### config.mk
export PLATFORM = sky130hd
export DESIGN_NAME = sorted_insert_priority_queue
export DESIGN_NICKNAME = d
export VERILOG_FILES = /design/src/rtl/core/spq_pkg.sv /design/src/rtl/core/spq_cell.sv /design/src/rtl/core/sorted_insert_priority_queue.sv
export SDC_FILE = /design/constraint.sdc
export NUM_CORES = 2
export LEC_CHECK = 0
export BUFFER_PORTS_ARGS = -buffer_cell sky130_fd_sc_hd__buf_2
export CORE_UTILIZATION = 30
export CTS_BUF_LIST = sky130_fd_sc_hd__clkbuf_8
export CTS_CLUSTER_SIZE = 8
export DETAILED_ROUTE_END_ITERATION = 8
export GPL_TIMING_DRIVEN = 1
export PLACE_DENSITY = 0.48
export SYNTH_ARGS = -nofsm -noshare
export SYNTH_HDL_FRONTEND = slang
export SYNTH_SLANG_ARGS = --single-unit
### constraint.sdc
create_clock -name clk_i -period 11.1 [get_ports clk_i]
set_clock_uncertainty 0.15 [all_clocks]
set_input_delay 0.555 -clock clk_i [delete_from_list [all_inputs] [get_ports clk_i]]
set_output_delay 0.555 -clock clk_i [all_outputs]
set_load 0.03 [all_outputs]
### src/rtl/core/spq_pkg.sv
// Shared types and codes for the sorted-insert priority queue.
package spq_pkg;

  typedef enum logic [1:0] {
    ST_ENQUEUED = 2'd0,
    ST_FULL     = 2'd1,
    ST_DEQUEUED = 2'd2,
    ST_EMPTY    = 2'd3
  } spq_status_e;

  typedef enum logic {
    ACT_ENQUEUE = 1'b0,
    ACT_DEQUEUE = 1'b1
  } spq_action_e;

  // One stored entry of the chain.
  typedef struct packed {
    logic               valid;
    logic signed [15:0] pri;
    logic        [15:0] id;
  } spq_entry_t;

  // Operation broadcast to every cell in the cycle of the transfer.
  typedef struct packed {
    logic               enq;
    logic               deq;
    logic signed [15:0] key;
    logic        [15:0] id;
  } spq_cmd_t;

endpackage

### src/rtl/core/spq_cell.sv
// One slot of the sorted chain: holds an entry and shifts with its neighbors.
module spq_cell
  import spq_pkg::*;
(
  input  logic       clk_i,
  input  logic       rst_ni,
  input  spq_cmd_t   cmd_i,
  input  spq_entry_t prev_entry_i,
  input  logic       prev_below_i,
  input  spq_entry_t next_entry_i,
  output spq_entry_t entry_o,
  output logic       below_o
);

  logic               valid_q, valid_d;
  logic signed [15:0] pri_q, pri_d;
  logic        [15:0] id_q, id_d;

  // The new key goes behind every entry of equal or higher priority.
  assign below_o = !valid_q || (pri_q < cmd_i.key);
  assign entry_o = '{valid: valid_q, pri: pri_q, id: id_q};

  always_comb begin
    valid_d = valid_q;
    pri_d   = pri_q;
    id_d    = id_q;
    if (cmd_i.enq) begin
      // The predecessor moving back means this entry is lower too; take its place.
      if (prev_below_i) begin
        valid_d = prev_entry_i.valid;
        pri_d   = prev_entry_i.pri;
        id_d    = prev_entry_i.id;
      end else if (below_o) begin
        valid_d = 1'b1;
        pri_d   = cmd_i.key;
        id_d    = cmd_i.id;
      end
    end else if (cmd_i.deq) begin
      valid_d = next_entry_i.valid;
      pri_d   = next_entry_i.pri;
      id_d    = next_entry_i.id;
    end
  end

  always_ff @(posedge clk_i or negedge rst_ni) begin
    if (!rst_ni) begin
      valid_q <= 1'b0;
    end else begin
      valid_q <= valid_d;
    end
  end

  always_ff @(posedge clk_i) begin
    pri_q <= pri_d;
    id_q  <= id_d;
  end

endmodule

### src/rtl/core/sorted_insert_priority_queue.sv
// Top level of the sorted-insert priority queue built as a chain of cells.
//
// Input stream: s_axis_tuser_i carries the action (0 enqueue, 1 dequeue),
// s_axis_tdata_i carries the entry id and signed priority for an enqueue.
// Output stream: one result per input transfer; m_axis_tuser_o carries the
// status (0 enqueued, 1 full and dropped, 2 dequeued, 3 empty), m_axis_tdata_o
// the dequeued id and priority (zero otherwise) and the fill level.
// Entries sit in DEPTH cells kept in descending priority order; every cell
// compares its key with the broadcast one and all cells shift together; the
// result is registered, so it appears in the cycle after its transfer.
// One item per cycle is sustained while the receiver keeps up; the output
// register is refilled in the cycle it is taken. When the receiver stalls, the
// held result blocks new input transfers until it is taken.
// Reset clears all valid bits, the fill count and the output register; the
// queue is empty and ready right after reset.
module sorted_insert_priority_queue
  import spq_pkg::*;
#(
  parameter int DEPTH = 16
) (
  input  logic        clk_i,
  input  logic        rst_ni,
  input  logic        s_axis_tvalid_i,
  output logic        s_axis_tready_o,
  input  logic [31:0] s_axis_tdata_i,  // item_id[15:0], item_priority[31:16]
  input  logic        s_axis_tuser_i,  // action[0]
  output logic        m_axis_tvalid_o,
  input  logic        m_axis_tready_i,
  output logic [39:0] m_axis_tdata_o,  // out_id[15:0], out_priority[31:16],
                                       // fill_level[36:32], zero[39:37]
  output logic [1:0]  m_axis_tuser_o   // status[1:0]
);

  localparam int CntW = $clog2(DEPTH + 1);

  spq_entry_t entries [DEPTH];
  logic       below   [DEPTH];
  spq_cmd_t   cmd;

  logic        accept;
  logic        full, empty;
  logic [CntW-1:0] count_q, count_d;
  logic [31:0]     count_ext;

  logic               out_valid_q;
  spq_status_e        status_q, status_d;
  logic        [15:0] out_id_q, out_id_d;
  logic signed [15:0] out_pri_q, out_pri_d;
  logic        [4:0]  fill_q, fill_d;

  assign s_axis_tready_o = !out_valid_q || m_axis_tready_i;
  assign accept          = s_axis_tvalid_i && s_axis_tready_o;

  assign full  = entries[DEPTH-1].valid;
  assign empty = !entries[0].valid;

  assign cmd.enq = accept && (s_axis_tuser_i == ACT_ENQUEUE) && !full;
  assign cmd.deq = accept && (s_axis_tuser_i == ACT_DEQUEUE) && !empty;
  assign cmd.key = $signed(s_axis_tdata_i[31:16]);
  assign cmd.id  = s_axis_tdata_i[15:0];

  for (genvar g = 0; g < DEPTH; g++) begin : g_cell
    spq_entry_t prev_entry, next_entry;
    logic       prev_below;

    if (g == 0) begin : g_head
      assign prev_entry = '0;
      assign prev_below = 1'b0;
    end else begin : g_body
      assign prev_entry = entries[g-1];
      assign prev_below = below[g-1];
    end

    if (g == DEPTH - 1) begin : g_tail
      assign next_entry = '0;
    end else begin : g_inner
      assign next_entry = entries[g+1];
    end

    spq_cell u_cell (
      .clk_i        (clk_i),
      .rst_ni       (rst_ni),
      .cmd_i        (cmd),
      .prev_entry_i (prev_entry),
      .prev_below_i (prev_below),
      .next_entry_i (next_entry),
      .entry_o      (entries[g]),
      .below_o      (below[g])
    );
  end

  always_comb begin
    count_d = count_q;
    if (cmd.enq) begin
      count_d = count_q + CntW'(1);
    end else if (cmd.deq) begin
      count_d = count_q - CntW'(1);
    end
  end

  // The reported fill level keeps the low five bits of the count.
  assign count_ext = 32'(count_d);

  always_comb begin
    out_id_d  = '0;
    out_pri_d = '0;
    fill_d    = count_ext[4:0];
    if (s_axis_tuser_i == ACT_ENQUEUE) begin
      status_d = full ? ST_FULL : ST_ENQUEUED;
    end else if (empty) begin
      status_d = ST_EMPTY;
    end else begin
      status_d  = ST_DEQUEUED;
      out_id_d  = entries[0].id;
      out_pri_d = entries[0].pri;
    end
  end

  always_ff @(posedge clk_i or negedge rst_ni) begin
    if (!rst_ni) begin
      count_q     <= '0;
      out_valid_q <= 1'b0;
      status_q    <= ST_ENQUEUED;
      out_id_q    <= '0;
      out_pri_q   <= '0;
      fill_q      <= '0;
    end else begin
      count_q <= count_d;
      if (accept) begin
        out_valid_q <= 1'b1;
        status_q    <= status_d;
        out_id_q    <= out_id_d;
        out_pri_q   <= out_pri_d;
        fill_q      <= fill_d;
      end else if (m_axis_tready_i) begin
        out_valid_q <= 1'b0;
      end
    end
  end

  assign m_axis_tvalid_o = out_valid_q;
  assign m_axis_tuser_o  = status_q;
  assign m_axis_tdata_o  = {3'b000, fill_q, out_pri_q, out_id_q};

endmodule

==> summary.txt <==
outcome: finished clean
Ports: 81
Final TNS setup: 0 ns
vias per inst: 6.02
sequential power share: 0.427
commonest non-fill, non-tap cell in the layout: nand2_1
total number of vias: 28700
Slew HR: 0.183
crit path cell chain: ha_1, and4_1, o211ai_1, o32ai_1, or4b_1, buf_4, and2_1, buf_4, o31a_2
family with the most delay on the worst path: compound AO/OA/AOI/OAI gates
Inserted Clock Buffers: 100
EDFF count, synth: 512
final period utilization: 0.427
Mapped Area: 0.0342 mm^2
Sw Share: 0.419
asr flop ratio synth: 0.106
Synth Flop Type: edfxtp_1
Internal: 4.64 mW
clock input transition at the sequential cells of the worst setup and hold paths: 0.06 ns
# DRC: 0
worst-margin pin slew: 1.22 ns
Tot Pwr: 7.98 mW
Die Span Y: 340 um
clock root buffer master: clkbuf_8
global route overflow: 0
Chip Width: 340 um
Nets: 3461
port bufs: 77
utilization after layout: 0.337
Power Density: 210 mW/mm^2
RSZ-0062 raised after global routing: false
FP Rows: 123
number of DRC markers in iteration 0: 3716
die area: 0.115 mm^2
post-synth cell types: 58
Finish-stage setup viols: 0
post-route minimum period: 4.74 ns
Max-cap violations: 0
CTS H-tree depth: 3
post-route ant nets: 0
clk sink count: 573
clock network fraction of design power: 0.240
Startpoint Class: register
WP buf/inv: 2
initial cell density of the core: 0.303
Final Hold Slack: 0.0667 ns
Pleak: 14.1 nW
CP max-delay cell: o31a_2
clock buffer depth: 3
routed wire length: 140000 um
post-CTS setup buffer count: 0
area occupied by multi-input gates: 0.0162 mm^2
routability cong.: 0.916
Fillers: 11400
count of final hold-check violations: 0
combinational power share: 0.333
Reg area: 0.0169 mm^2
area grow syn2layout: 11.3%
YS warnings: 0
Final WS setup: 6.36 ns
largest stage delay on the critical path: 0.90 ns
Setup crit end kind: register
Crit Path Category: reg -> reg
fraction of layout instances using a drive strength above 1: 0.142
Max Fanout on Critical Path: 33
fin. max-slew vios: 0
peak supply drop: 0.0921 mV
Worst Path Arrival: 4.96 ns
Mapped Cells: 3227
DRT Pass-1 Iters: 5
insertion delay to the later sink of the worst-skew pair: 0.76 ns
hpwl dp: 96100 um
CTS tree: done
post-place setup slack: 5.92 ns
number of global-route vias before repair: 27300
wire per inst: 29.3 um
Seq/Total Area, Yosys: 0.494
largest net degree at the start of global routing: 207
global-route wire length before repair: 202000 um
PostCTS Resize Cnt: 0
Crit path top cell by count: buf_4
HP Class: in -> reg
Tot GR Track Use: 0.236
synthesized area per cell: 10.6 um^2
Max Fclk: 0.211 GHz
#FFs+latches synth: 573
commonest non-fill, non-tap cells in the layout: nand2_1, edfxtp_1, nand4_1, ha_1, o211ai_1
antenna violations before repair: 4
Sw Pwr: 3.34 mW
CP required: 11.32 ns
core area: 0.113 mm^2
[cells in the mapped netlist, types with 61 or more instances]
master | number | area [um^2]
clkbuf_1 | 235 | 882
a31oi_1 | 61 | 382
a221o_1 | 166 | 1660
ha_1 | 227 | 2840
nand4_1 | 244 | 1530
nand2_1 | 641 | 2410
o211ai_2 | 133 | 1660
nor3_1 | 135 | 676
o211ai_1 | 173 | 1300
nor2_1 | 83 | 312
a21oi_1 | 150 | 751
dfrtp_1 | 61 | 1530
edfxtp_1 | 512 | 15400
o21ai_0 | 80 | 400
[repair_timing]
item,4_1_cts,5_1_grt
hold buffers,3,0
endpoints found under the hold margin,64,0
endpoints found under the setup margin,0,0
[flip-flops by register name, indices dropped and copies added (netlist names)]
signal and flops:
m_axis_tvalid_o 1, fill_q 5, m_axis_tuser_o 2, g_cell.u_cell.pri_q 256, g_cell.u_cell.valid_q 16, out_pri_q 16
g_cell.u_cell.id_q 256, count_q 5, out_id_q 16
[layer usage]
| layer | GRT usage | vias up | routed length, um |
|---|---|---|---|
| met4 | 0.0703 | 4 | 3580 |
| met3 | 0.0520 | 173 | 13200 |
| met5 | 0 | - | 21 |
| li1 | - | 12600 | - |
| met1 | 0.344 | 14500 | 63300 |
| met2 | 0.346 | 1462 | 60000 |
[through the flow]
| stage | instance area (um^2) | instances |
|---|---|---|
| after floorplan | 34200 | 3229 |
| after global placement | 36100 | 4592 |
| after detailed placement | 36100 | 4592 |
| after CTS | 38000 | 4777 |
| after global routing | 38100 | 4778 |
| final | 38100 | 4778 |
[layout make-up]
cell class / instances / share of cell area
antenna: 1 / 0.0000658
tap: 1500 / 0.0493
clock buffer: 112 / 0.0405
multi-input combinational: 2333 / 0.427
clock inverter: 70 / 0.00904
inverter: 32 / 0.00316
timing repair buffer: 157 / 0.0272
sequential: 573 / 0.444
[tightest hold or removal path, delay by kind of cell]
family,cells,cell delay (ns)
compound gates,2,0.13
buf+inv,1,0.11
[final timing paths]
check                                       startpoint                          to  slack (ns)  cells past startpoint
max                        g_cell[13].u_cell.pri_q[13]   g_cell[14].u_cell.id_q[7]        6.36                      9
min                                 s_axis_tdata_i[14]  g_cell[12].u_cell.id_q[14]        0.07                      3
max reg2reg                g_cell[13].u_cell.pri_q[13]   g_cell[14].u_cell.id_q[7]        6.36                      9
min reg2reg                                 count_q[4]                  count_q[4]        0.31                      1
max in group asynchronous                       rst_ni                out_id_q[13]        9.96                      2
min in group asynchronous                       rst_ni   g_cell[12].u_cell.valid_q        0.28                      2
[power by group through the flow]
stage | sequential, mW | clock [mW] | combinational, mW
6_report | 3.41 | 1.91 | 2.66
5_1_grt | 3.43 | 2.02 | 2.85
4_1_cts | 3.38 | 1.94 | 2.63
3_5_place_dp | 3.42 | 0 | 2.62
3_3_place_gp | 3.43 | 0 | 2.60
2_1_floorplan | 3.25 | 0 | 1.72
[cell families (layout without fill, tap and decap cells)]
logic type	Yosys count	after routing	share of synthesized area
mux	38	38	0.0113
fa+ha+maj	227	227	0.0831
simple gates	1207	1207	0.165
buf+inv	323	371	0.0417
flops	573	573	0.494
xor+xnor	4	4	0.00103
compound gates	854	854	0.203
other cells	1	4	0.000110
Power figures use the tool's default switching activity.
